==> src/design/orse_pkg.sv <==
// package for the 1-wire rom search engine
// holds widths, status codes, item and state structs, and the crc-8 step
// no dependencies
package orse_pkg;

	localparam int unsigned ROM_BITS = 64;
	localparam int unsigned POS_W    = 6;
	localparam int unsigned IDX_W    = 7;
	localparam int unsigned CRC_W    = 8;

	// dallas crc-8, x^8+x^5+x^4+1, reflected form
	localparam logic [CRC_W-1:0] CRC_POLY = 8'h8C;

	// request kinds
	localparam logic REQ_START = 1'b0;
	localparam logic REQ_BITS  = 1'b1;

	typedef enum logic [1:0] {
		ST_RUNNING = 2'd0,
		ST_VALID   = 2'd1,
		ST_ABORT   = 2'd2,
		ST_BAD     = 2'd3
	} status_t;

	typedef struct packed {
		logic                req_type;
		logic [ROM_BITS-1:0] prev_path;
		logic [IDX_W-1:0]    prev_length;
		logic                id_bit;
		logic                complement_bit;
	} req_t;

	typedef struct packed {
		logic                direction_bit;
		logic                write_valid;
		logic                done_res;
		status_t             status;
		logic [ROM_BITS-1:0] rom_code;
		logic [ROM_BITS-1:0] branch_path;
		logic [POS_W-1:0]    branch_length;
	} rsp_t;

	typedef struct packed {
		logic [ROM_BITS-1:0] path_bits;
		logic [IDX_W-1:0]    bit_index;
		logic [ROM_BITS-1:0] followed_path;
		logic [IDX_W-1:0]    followed_length;
		logic [ROM_BITS-1:0] br_path;
		logic [POS_W-1:0]    br_length;
		logic [CRC_W-1:0]    crc;
		logic                searching;
	} state_t;

	// one serial crc step, lsb first
	function automatic logic [CRC_W-1:0] crc_shift(input logic [CRC_W-1:0] crc,
		input logic bit_in);
		logic [CRC_W-1:0] sh;
		sh = crc >> 1;
		if (crc[0] ^ bit_in) begin
			sh = sh ^ CRC_POLY;
		end
		return sh;
	endfunction

endpackage

==> src/design/orse_ifs.sv <==
// valid/ready channel interfaces for the 1-wire rom search engine
// request channel and result channel; depends on orse_pkg
interface orse_req_if;
	logic                          valid;
	logic                          ready;
	logic                          req_type;
	logic [orse_pkg::ROM_BITS-1:0] prev_path;
	logic [orse_pkg::IDX_W-1:0]    prev_length;
	logic                          id_bit;
	logic                          complement_bit;

	modport source (output valid, req_type, prev_path, prev_length, id_bit, complement_bit,
		input ready);
	modport sink (input valid, req_type, prev_path, prev_length, id_bit, complement_bit,
		output ready);
endinterface

interface orse_rsp_if;
	logic                          valid;
	logic                          ready;
	logic                          direction_bit;
	logic                          write_valid;
	logic                          done_res;
	logic [1:0]                    status;
	logic [orse_pkg::ROM_BITS-1:0] rom_code;
	logic [orse_pkg::ROM_BITS-1:0] branch_path;
	logic [orse_pkg::POS_W-1:0]    branch_length;

	modport source (output valid, direction_bit, write_valid, done_res, status, rom_code,
		branch_path, branch_length, input ready);
	modport sink (input valid, direction_bit, write_valid, done_res, status, rom_code,
		branch_path, branch_length, output ready);
endinterface

==> src/design/orse_decide.sv <==
// search decision logic: next search state and result for one request
// purely combinational; depends on orse_pkg
module orse_decide (
	input  orse_pkg::state_t cur,
	input  orse_pkg::req_t   item,
	output orse_pkg::state_t nxt,
	output logic             has_rsp,
	output orse_pkg::rsp_t   rsp
);
	import orse_pkg::*;

	logic [POS_W-1:0]    pos;
	logic                dir;
	logic                branch;
	logic [ROM_BITS-1:0] path_new;
	logic [CRC_W-1:0]    crc_new;
	logic [IDX_W-1:0]    idx_new;
	logic                last;

	// direction choice for the current position
	always_comb begin
		pos    = cur.bit_index[POS_W-1:0];
		branch = 1'b0;
		if (item.id_bit != item.complement_bit) begin
			dir = item.id_bit;
		end else if ({1'b0, pos} < cur.followed_length) begin
			dir = cur.followed_path[pos];
		end else if ({1'b0, pos} == cur.followed_length) begin
			dir = 1'b1;
		end else begin
			dir    = 1'b0;
			branch = 1'b1;
		end
		path_new = cur.path_bits | ({{(ROM_BITS-1){1'b0}}, dir} << pos);
		crc_new  = crc_shift(cur.crc, dir);
		idx_new  = cur.bit_index + IDX_W'(1);
		last     = idx_new[IDX_W-1];
	end

	// state update and result
	always_comb begin
		nxt     = cur;
		has_rsp = 1'b0;
		rsp     = '0;
		if (item.req_type == REQ_START) begin
			nxt.followed_path   = item.prev_path;
			nxt.followed_length = item.prev_length;
			nxt.path_bits       = '0;
			nxt.bit_index       = '0;
			nxt.br_path         = '0;
			nxt.br_length       = '0;
			nxt.crc             = '0;
			nxt.searching       = 1'b1;
		end else if (cur.searching) begin
			has_rsp = 1'b1;
			if (item.id_bit && item.complement_bit) begin
				// no device answered: abort
				nxt.searching = 1'b0;
				rsp.done_res  = 1'b1;
				rsp.status    = ST_ABORT;
			end else begin
				nxt.path_bits = path_new;
				nxt.crc       = crc_new;
				nxt.bit_index = idx_new;
				if (branch) begin
					nxt.br_path   = cur.path_bits;
					nxt.br_length = pos;
				end
				rsp.direction_bit = dir;
				rsp.write_valid   = 1'b1;
				if (last) begin
					// rom complete: reject empty rom or bad crc
					nxt.searching = 1'b0;
					rsp.done_res  = 1'b1;
					if (path_new != '0 && crc_new == '0) begin
						rsp.status        = ST_VALID;
						rsp.rom_code      = path_new;
						rsp.branch_path   = nxt.br_path;
						rsp.branch_length = nxt.br_length;
					end else begin
						rsp.status = ST_BAD;
					end
				end else begin
					rsp.status        = ST_RUNNING;
					rsp.rom_code      = path_new;
					rsp.branch_path   = nxt.br_path;
					rsp.branch_length = nxt.br_length;
				end
			end
		end
	end

endmodule

==> src/design/onewire_rom_search_engine_unit.sv <==
// top level of the 1-wire rom search engine
// input register, decision logic, result register; depends on orse_pkg,
// orse_ifs and orse_decide
//
// Takes one request per clock cycle while no stalled result blocks the held
// request: a start request loads the previous path and length, and each
// bit-pair request returns the direction bit for one rom position. A request
// passes the input register, then its result passes the result register
// around the decision logic, and the result may wait there while the next
// request is accepted. Start requests and bit pairs that arrive while no
// search runs give no result. The last result of a search carries done_res
// and the final status, with the full rom and branch record when the rom is valid.
module onewire_rom_search_engine_unit (
	input logic      clk,
	input logic      arst_n,
	orse_req_if.sink   req,
	orse_rsp_if.source rsp
);
	import orse_pkg::*;

	logic   valid_s1;
	req_t   item_s1;
	state_t state_q;
	state_t state_d;
	logic   has_rsp;
	rsp_t   rsp_d;
	logic   out_valid_q;
	rsp_t   out_q;
	logic   advance;

	orse_decide u_decide (
		.cur     (state_q),
		.item    (item_s1),
		.nxt     (state_d),
		.has_rsp (has_rsp),
		.rsp     (rsp_d)
	);

	// the held request retires when its result has room
	assign advance   = valid_s1 && (!has_rsp || !out_valid_q || rsp.ready);
	assign req.ready = !valid_s1 || advance;

	// input register
	always_ff @(posedge clk or negedge arst_n) begin
		if (!arst_n) begin
			valid_s1 <= 1'b0;
		end else if (req.ready) begin
			valid_s1 <= req.valid;
		end
	end

	always_ff @(posedge clk) begin
		if (req.valid && req.ready) begin
			item_s1 <= '{req_type: req.req_type, prev_path: req.prev_path,
				prev_length: req.prev_length, id_bit: req.id_bit,
				complement_bit: req.complement_bit};
		end
	end

	// search state
	always_ff @(posedge clk or negedge arst_n) begin
		if (!arst_n) begin
			state_q <= '0;
		end else if (advance) begin
			state_q <= state_d;
		end
	end

	// result register
	always_ff @(posedge clk or negedge arst_n) begin
		if (!arst_n) begin
			out_valid_q <= 1'b0;
		end else if (advance && has_rsp) begin
			out_valid_q <= 1'b1;
		end else if (rsp.ready) begin
			out_valid_q <= 1'b0;
		end
	end

	always_ff @(posedge clk) begin
		if (advance && has_rsp) begin
			out_q <= rsp_d;
		end
	end

	assign rsp.valid         = out_valid_q;
	assign rsp.direction_bit = out_q.direction_bit;
	assign rsp.write_valid   = out_q.write_valid;
	assign rsp.done_res      = out_q.done_res;
	assign rsp.status        = out_q.status;
	assign rsp.rom_code      = out_q.rom_code;
	assign rsp.branch_path   = out_q.branch_path;
	assign rsp.branch_length = out_q.branch_length;

endmodule

==> src/flat_wrapper.sv <==
// flat-port wrapper written by rule: the top's interface ports become plain ports
module onewire_rom_search_engine_unit_flat import orse_pkg::*;
  (clk, arst_n, req_valid, req_req_type, req_prev_path, req_prev_length, req_id_bit, req_complement_bit, req_ready, rsp_valid, rsp_direction_bit, rsp_write_valid, rsp_done_res, rsp_status, rsp_rom_code, rsp_branch_path, rsp_branch_length, rsp_ready);
  orse_req_if req_i ();
  orse_rsp_if rsp_i ();
  input logic clk;
  input logic arst_n;
  input wire logic [$bits(req_i.valid)-1:0] req_valid;
  input wire logic [$bits(req_i.req_type)-1:0] req_req_type;
  input wire logic [$bits(req_i.prev_path)-1:0] req_prev_path;
  input wire logic [$bits(req_i.prev_length)-1:0] req_prev_length;
  input wire logic [$bits(req_i.id_bit)-1:0] req_id_bit;
  input wire logic [$bits(req_i.complement_bit)-1:0] req_complement_bit;
  output wire logic [$bits(req_i.ready)-1:0] req_ready;
  output wire logic [$bits(rsp_i.valid)-1:0] rsp_valid;
  output wire logic [$bits(rsp_i.direction_bit)-1:0] rsp_direction_bit;
  output wire logic [$bits(rsp_i.write_valid)-1:0] rsp_write_valid;
  output wire logic [$bits(rsp_i.done_res)-1:0] rsp_done_res;
  output wire logic [$bits(rsp_i.status)-1:0] rsp_status;
  output wire logic [$bits(rsp_i.rom_code)-1:0] rsp_rom_code;
  output wire logic [$bits(rsp_i.branch_path)-1:0] rsp_branch_path;
  output wire logic [$bits(rsp_i.branch_length)-1:0] rsp_branch_length;
  input wire logic [$bits(rsp_i.ready)-1:0] rsp_ready;
  assign req_i.valid = req_valid;
  assign req_i.req_type = req_req_type;
  assign req_i.prev_path = req_prev_path;
  assign req_i.prev_length = req_prev_length;
  assign req_i.id_bit = req_id_bit;
  assign req_i.complement_bit = req_complement_bit;
  assign req_ready = req_i.ready;
  assign rsp_valid = rsp_i.valid;
  assign rsp_direction_bit = rsp_i.direction_bit;
  assign rsp_write_valid = rsp_i.write_valid;
  assign rsp_done_res = rsp_i.done_res;
  assign rsp_status = rsp_i.status;
  assign rsp_rom_code = rsp_i.rom_code;
  assign rsp_branch_path = rsp_i.branch_path;
  assign rsp_branch_length = rsp_i.branch_length;
  assign rsp_i.ready = rsp_ready;
  onewire_rom_search_engine_unit u_core (.clk(clk), .arst_n(arst_n), .req(req_i), .rsp(rsp_i));
endmodule
==> config.mk <==
export PLATFORM = sky130hd
export DESIGN_NAME = onewire_rom_search_engine_unit_flat
export DESIGN_NICKNAME = d
export VERILOG_FILES = /design/src/design/orse_pkg.sv /design/src/design/orse_ifs.sv /design/src/design/orse_decide.sv /design/src/design/onewire_rom_search_engine_unit.sv /design/src/flat_wrapper.sv
export SDC_FILE = /design/constraint.sdc
export NUM_CORES = 1
export LEC_CHECK = 0
export BUFFER_PORTS_ARGS = -buffer_cell sky130_fd_sc_hd__clkbuf_2
export CORE_MARGIN = 4
export CORE_UTILIZATION = 40
export DETAILED_ROUTE_END_ITERATION = 8
export SETUP_SLACK_MARGIN = 0.05
export SYNTH_ARGS = -nofsm -noshare
export SYNTH_HDL_FRONTEND = slang
export SYNTH_HIERARCHICAL = 1
export SYNTH_SLANG_ARGS = --single-unit
==> constraint.sdc <==
create_clock -name clk -period 11.78 [get_ports clk]
set_clock_uncertainty 0.2 [all_clocks]
set_input_delay 0.589 -clock clk [delete_from_list [all_inputs] [get_ports clk]]
set_output_delay 0.589 -clock clk [all_outputs]
set_load 0.005 [all_outputs]
# --- Word level (Yosys, flattened, before mapping) ---
# Index checks and enable logic that the tools add are counted.
# W data, S select, Z words.
totals:
  ff_bits: 436
  latch_bits: 0
  ramBits: 0
  romBits: 0
  in_bits: 78
  out_inout_bits: 141
  word_cells: 84
  mem_count: 0
op_classes:
  n_addsub: 1
  mul: 0
  n_div: 0
  order_cmp: 2
  eq_ne: 4
  n_shift: 1
  n_mux: 28
  bitwise: 6
  reduce_logical: 19
op_table:
  columns: ["op", "n"]
  rows:
  - ["$mux W71", 3]
  - ["$mux W79", 2]
  - ["$mux W136", 1]
  - ["$mux W134", 1]
  - ["$mux W78", 1]
  - ["$mux W70", 1]
  - ["$or A64 B64 Y64", 1]
  - ["$reduce_bool A64 Y1", 1]
  - ["$shl A1 B6 Y64", 1]
  - ["$mux W1", 15]
  - ["$logic_not A8 Y1", 1]
  - ["$mux W8", 1]
  - ["$add A7 B1 Y7 const B", 1]
  - ["$eq A6 B7 Y1", 1]
  - ["$lt A6 B7 Y1", 1]
  - ["$lt A6 B7 Y1 const B", 1]
  - ["$bmux W1 S6", 1]
  - ["$logic_and A1 B1 Y1", 5]
  - ["$ne A2 B2 Y1 const B", 2]
  - ["$reduce_and A2 Y1", 2]
  - ["$reduce_or A4 Y1", 1]
  - ["$logic_not A1 Y1", 3]
  - ["$logic_or A1 B1 Y1", 3]
  - ["$mux W3", 1]
  - ["other kinds (8)", 10]

# --- Logic depth before layout (Yosys ltp) ---
logic_depth:
  depth_word: 11
  ltp_mapped: 17
  ltp_nobuf: 13

# --- Hierarchy ---
# Netlist, hierarchy kept.
modules_own_cells:
  columns: ["module", "n_inst", "cells_each", "area_each_um2"]
  rows:
  - ["onewire_rom_search_engine_unit", 1, 1477, 19577.5]
  - ["orse_decide", 1, 848, 5694.2]

# --- Worst setup path after synthesis ---
# No wires, ideal clock.
synth_path:
  path_kind: "register to register"
  start: "register u_core/item_s1[73] (netlist name)"
  end: "register u_core.out_q, in the netlist u_core/rsp.branch_length[0] (enable)"
  setup_time_ns: 0.639
  arrival_ns: 6.905
  slack_ns: 4.036
  stages_incl_launch_ff: 8
  period_less_slack_ns: 7.744
  cell_sequence: "edfxtp_1 -> clkbuf_1 -> nand2_1 -> inv_1 -> buf_2 -> buf_2 -> nand2_1 -> nor2_1"
synth_between:
  elab_chain_len: 6
synth_lines:
  columns: ["item", "line", "rtl"]
  rows:
  - ["from (decl)", "onewire_rom_search_engine_unit.sv:22", "req_t item_s1;"]
  - ["from (signal assigned)", "onewire_rom_search_engine_unit.sv:54", "item_s1 <= '{req_type: req.req_type, prev_path: req.prev_path,"]
  - ["$mux W1 *", "orse_decide.sv:45", "if (item.req_type == REQ_START) begin"]
  - ["net u_core.has_rsp", "onewire_rom_search_engine_unit.sv:25", "logic has_rsp;"]
  - ["$logic_not A1 Y1", "onewire_rom_search_engine_unit.sv:40", "assign advance = valid_s1 && (!has_rsp || !out_valid_q || rsp.ready);"]
  - ["$logic_or A1 B1 Y1 (2 in series)", "onewire_rom_search_engine_unit.sv:40", null]
  - ["$logic_and A1 B1 Y1", "onewire_rom_search_engine_unit.sv:40", null]
  - ["$logic_and A1 B1 Y1 *", "onewire_rom_search_engine_unit.sv:81", "if (advance && has_rsp) begin"]
  - ["to (signal assigned)", "onewire_rom_search_engine_unit.sv:82", "out_q <= rsp_d;"]
  - ["to (decl)", "onewire_rom_search_engine_unit.sv:28", "rsp_t out_q;"]
# Mark *: on every way through the listed nets, which the timed path passes. The rest lies on a longest branch.
# A chain may end at the register's enable or synchronous reset.

# --- Worst setup path in the final report ---
layout_path:
  start: "register u_core/state_q[151] (netlist name)"
  end: "register u_core.out_q, in the netlist u_core/rsp.branch_length[0], data pin"
layout_between:
  elab_chain_len: 10
layout_lines:
  columns: ["item", "line", "rtl"]
  rows:
  - ["from (decl)", "onewire_rom_search_engine_unit.sv:23", "state_t state_q;"]
  - ["from (signal assigned)", "onewire_rom_search_engine_unit.sv:65", "state_q <= state_d;"]
  - ["$bmux W1 S6 or $eq A6 B7 Y1 (tied branches)", "orse_decide.sv:27, orse_decide.sv:28", null]
  - ["$mux W1 (on tied branches)", "orse_decide.sv:27, orse_decide.sv:28", null]
  - ["$mux W1", "orse_decide.sv:26", "end else if ({1'b0, pos} < cur.followed_length) begin"]
  - ["$mux W1", "orse_decide.sv:24", "if (item.id_bit != item.complement_bit) begin"]
  - ["$shl A1 B6 Y64 or $xor A1 B1 Y1 (tied branches)", "orse_decide.sv:34, orse_pkg.sv:59", null]
  - ["$or A64 B64 Y64 or $mux W8 (tied branches)", "orse_decide.sv:34, orse_pkg.sv:59", null]
  - ["$reduce_bool A64 Y1 or $logic_not A8 Y1 (tied branches)", "orse_decide.sv:75", "if (path_new != '0 && crc_new == '0) begin"]
  - ["$logic_and A1 B1 Y1", "orse_decide.sv:75", null]
  - ["$mux W134", "orse_decide.sv:75", null]
  - ["$mux W136 *", "orse_decide.sv:71", "if (last) begin"]
# Mark *: on every way between the ends. The rest lies on a longest branch, timed or not. The select of a mux whose other input is x is not followed.

==> metrics <==
largest net degree at the start of global routing=between 150 and 200; # diodes=0; CP most frequent cell=buf_4; num rows=between 90 and 100; # port buffers=218; # clock sinks=436; vias in the first global route=between 15k and 20k; Max Clk Rate=roughly 170 MHz; CP startpoint kind=flip-flop; total routed wirelength=77.5 mm; Post-synth ARST share=about half; crit path cell chain=buf_4 -> ha_1 -> nor2b_1 -> o21ai_0 -> a21bo_2 -> and2_1 -> a311oi_1 -> a221oi_2 -> buf_4 -> xor2_1 -> a21oi_4 -> buf_4 -> nor3_1; Worst path slowest cell=buf_4; Gate power share=15.9%; Relative slew margins=14.1%; most common cell after layout, fill and taps aside=nand2_1; Synth Area in Simple Gates=a little over a fifth; Synth Area in XOR/XNOR=0.312%; sequential area share after synthesis=between 40 and 50%; htree depth=2; outcome=completed; GR Overflow Total=0; Hold Vio Cnt, Final=0; Syn Area/Cell=10.9 µm²; Largest stage delay, worst path=960 ps; min Tclk post-route=~5800 ps; Post-Syn Instances=between 2k and 2.5k; clock share of power=40.0%; Hold Crit Depth=2; data arrival time of the critical path=5950 ps; CP Max Fanout=just over 100; area of the die=0.0673 mm²; DRC viols=0; Worst Slack Setup Final=5940 ps; Final Cycle Share=49.6%; CTS tree=yes; Reg power frac=44.1%; synthesized cell area=~0.025 mm²; # setup viols final=0; Synth Area in Adders=0.396%; chip width=259 µm; Clock Root Buffer=clkbuf_16; syn nets=2411; clk_lat worst skew=around 620 ps; DP HPWL=45.7 mm; Pre-antenna DRT Iters=6; routed vias=~20k; Switching Fraction=between 20% and 30%; pre-CTS setup slack=approximately 6000 ps; P_leak=11.7 nW; Hold WC Path Type=in -> reg; Starting Density=40.7%; top-level I/O count=219; combinational family with the most area after synthesis=simple AND/OR/NAND/NOR gates; Finished Core Util=46.8%; count of state elements after synthesis=436; DR iter-0 viols=a little over 2k; first-pass GRT wire length=120 mm; post-CTS setup buffers=0; slew at the pin closest to its max-slew limit=1280 ps; ANT nets after route=0; Layout area overhead=15.2%; Worst-path clk slew=60 ps; vias per cell=5.99; crit path capture type=flip-flop; Die Y=259 µm; Compound-Gate Fraction of Synth Area=18.1%; Clock Path Buffers=3; # Max-Cap Violations=0; most frequent cells in the layout=273 x nand2_1, 224 x nand2b_1, 221 x nand4b_1; Wirelength per Cell=approximately 23 µm; Int Pwr=2.88 mW; mux contribution to synthesized area=7.09%; Final nets=2556; Max VDD drop=0.128 mV; CTS Buf Count=52; FF-to-FF path depth=13; power per cell area=140 mW/mm²; Netlist cell types=58; Yosys warning count=6; GP Congestion=0.876; core area=0.0622 mm²; Setup TNS=0 ps; critical path type=reg -> reg; Tot GR Track Use=approximately 22%; Sw Pwr=~1.2 mW; Post-synth EDFFs=213; layout cells sized above 1=24.4%; RSZ-0062 raised after global routing=no; WP data required=~12000 ps; initial antenna violation count=2; max-slew violations=0; Top FF cell, synth=dfrtp_1
==> metrics by stage <==
stage | total power [mW] | hold slack, ps | cell area, µm² | instances
after floorplan | 2.23 | 93.4 | 25300 | 2325
after global placement | 2.43 | 318 | 26700 | 3178
after detailed placement | 2.45 | 330 | 26700 | 3178
after CTS | 4.12 | 4.91 | 29100 | 3351
after global routing | 4.25 | 43.5 | 29100 | 3351
final | 4.08 | 42.3 | 29100 | 3351
==> cell usage after synthesis (16+ instances only) <==
master    number  area share (%)
mux2_2        71             3.2
o211ai_1      34             1.0
a22o_1       125             4.3
nor4_1        18            0.45
nand2b_1     224             5.5
buf_1         16            0.24
edfxtp_1     213              25
nand4b_1     221             7.7
clkbuf_1     158             2.3
nand2_1      273             4.1
o21ai_0       20            0.40
o211ai_2     190             9.4
nor3_1        87             1.7
dfrtp_1      223              22
a21oi_1       74             1.5
buf_2         32            0.63
mux2i_1       88             3.5
nor2_1       111             1.6
==> worst max-delay path, delay by kind of cell, from the launching register on <==
family,cells,cell delay (ps)
adders and majority gates,1,320
xor gates and xnor gates,1,170
and+or+nand+nor,3,500
AOI/OAI and AO/OA,5,1670
buffers and inverters,3,1760
DFF,1,790
==> per-layer routing <==
layer | global-route usage, % | share of wire (%) | up-vias
li1 | - | - | 9033
met1 | 31.6 | 44 | 10100
met2 | 35.5 | 46 | 841
met3 | 3.64 | 7.1 | 141
met4 | 6.73 | 3.0 | 0
met5 | 0 | 0 | -
==> layout make-up <==
class	instances	area, µm²
Clock inverter	32	327
Tap cell	837	1050
Sequential cell	436	12000
Multi-Input combinational cell	1642	12200
Clock buffer	66	1380
Fill cell	5750	33000
Inverter	13	53.8
Timing Repair Buffer	325	2130
==> registers in the layout (all words and copies together), names as in the netlist <==
signal                    flops
u_core/rsp.rom_code          64
u_core/rsp.valid              1
u_core/rsp.branch_path       64
u_core/state_q              221
u_core/rsp.direction_bit      1
u_core/rsp.branch_length      6
u_core/item_s1               74
u_core/rsp.done_res           1
u_core/rsp.status             2
u_core/valid_s1               1
u_core/rsp.write_valid        1
==> worst paths after layout <==
kind	start	to	slack, ps
setup reg to reg	u_core/state_q[151]	u_core/rsp.branch_length[0]	5940
max in group asynchronous	arst_n	u_core/state_q[82]	9630
hold / removal	req_valid	u_core/valid_s1	40
hold reg to reg	u_core/state_q[84]	u_core/state_q[84]	350
min in group asynchronous	arst_n	u_core/state_q[30]	320
setup / recovery	u_core/state_q[151]	u_core/rsp.branch_length[0]	5940
==> logic make-up (layout without fill, tap and decap cells) <==
logic type	after synthesis	after routing
muxes	164	164
AOI/OAI and AO/OA	492	492
xor gates and xnor gates	9	9
DFF	436	436
buffers and inverters	247	436
adders and majority gates	8	8
and+or+nand+nor	969	969
==> power by group through the flow <==
stage / combinational (mW) / sequential (mW) / clock [mW]
final: 0.649 / 1.80 / 1.63
after global routing: 0.699 / 1.81 / 1.73
after CTS: 0.644 / 1.80 / 1.67
after detailed placement: 0.622 / 1.83 / 0
after global placement: 0.609 / 1.82 / 0
after floorplan: 0.446 / 1.78 / 0
==> timing repair <==
| item | CTS | global route |
|---|---|---|
| endpoints found under the setup margin | 0 | 0 |
| gates resized for setup | 0 | 0 |
| hold buffers | 75 | 0 |
| endpoints found under the hold margin | 146 | 0 |
No activity file was read; power rests on OpenSTA's default activity.
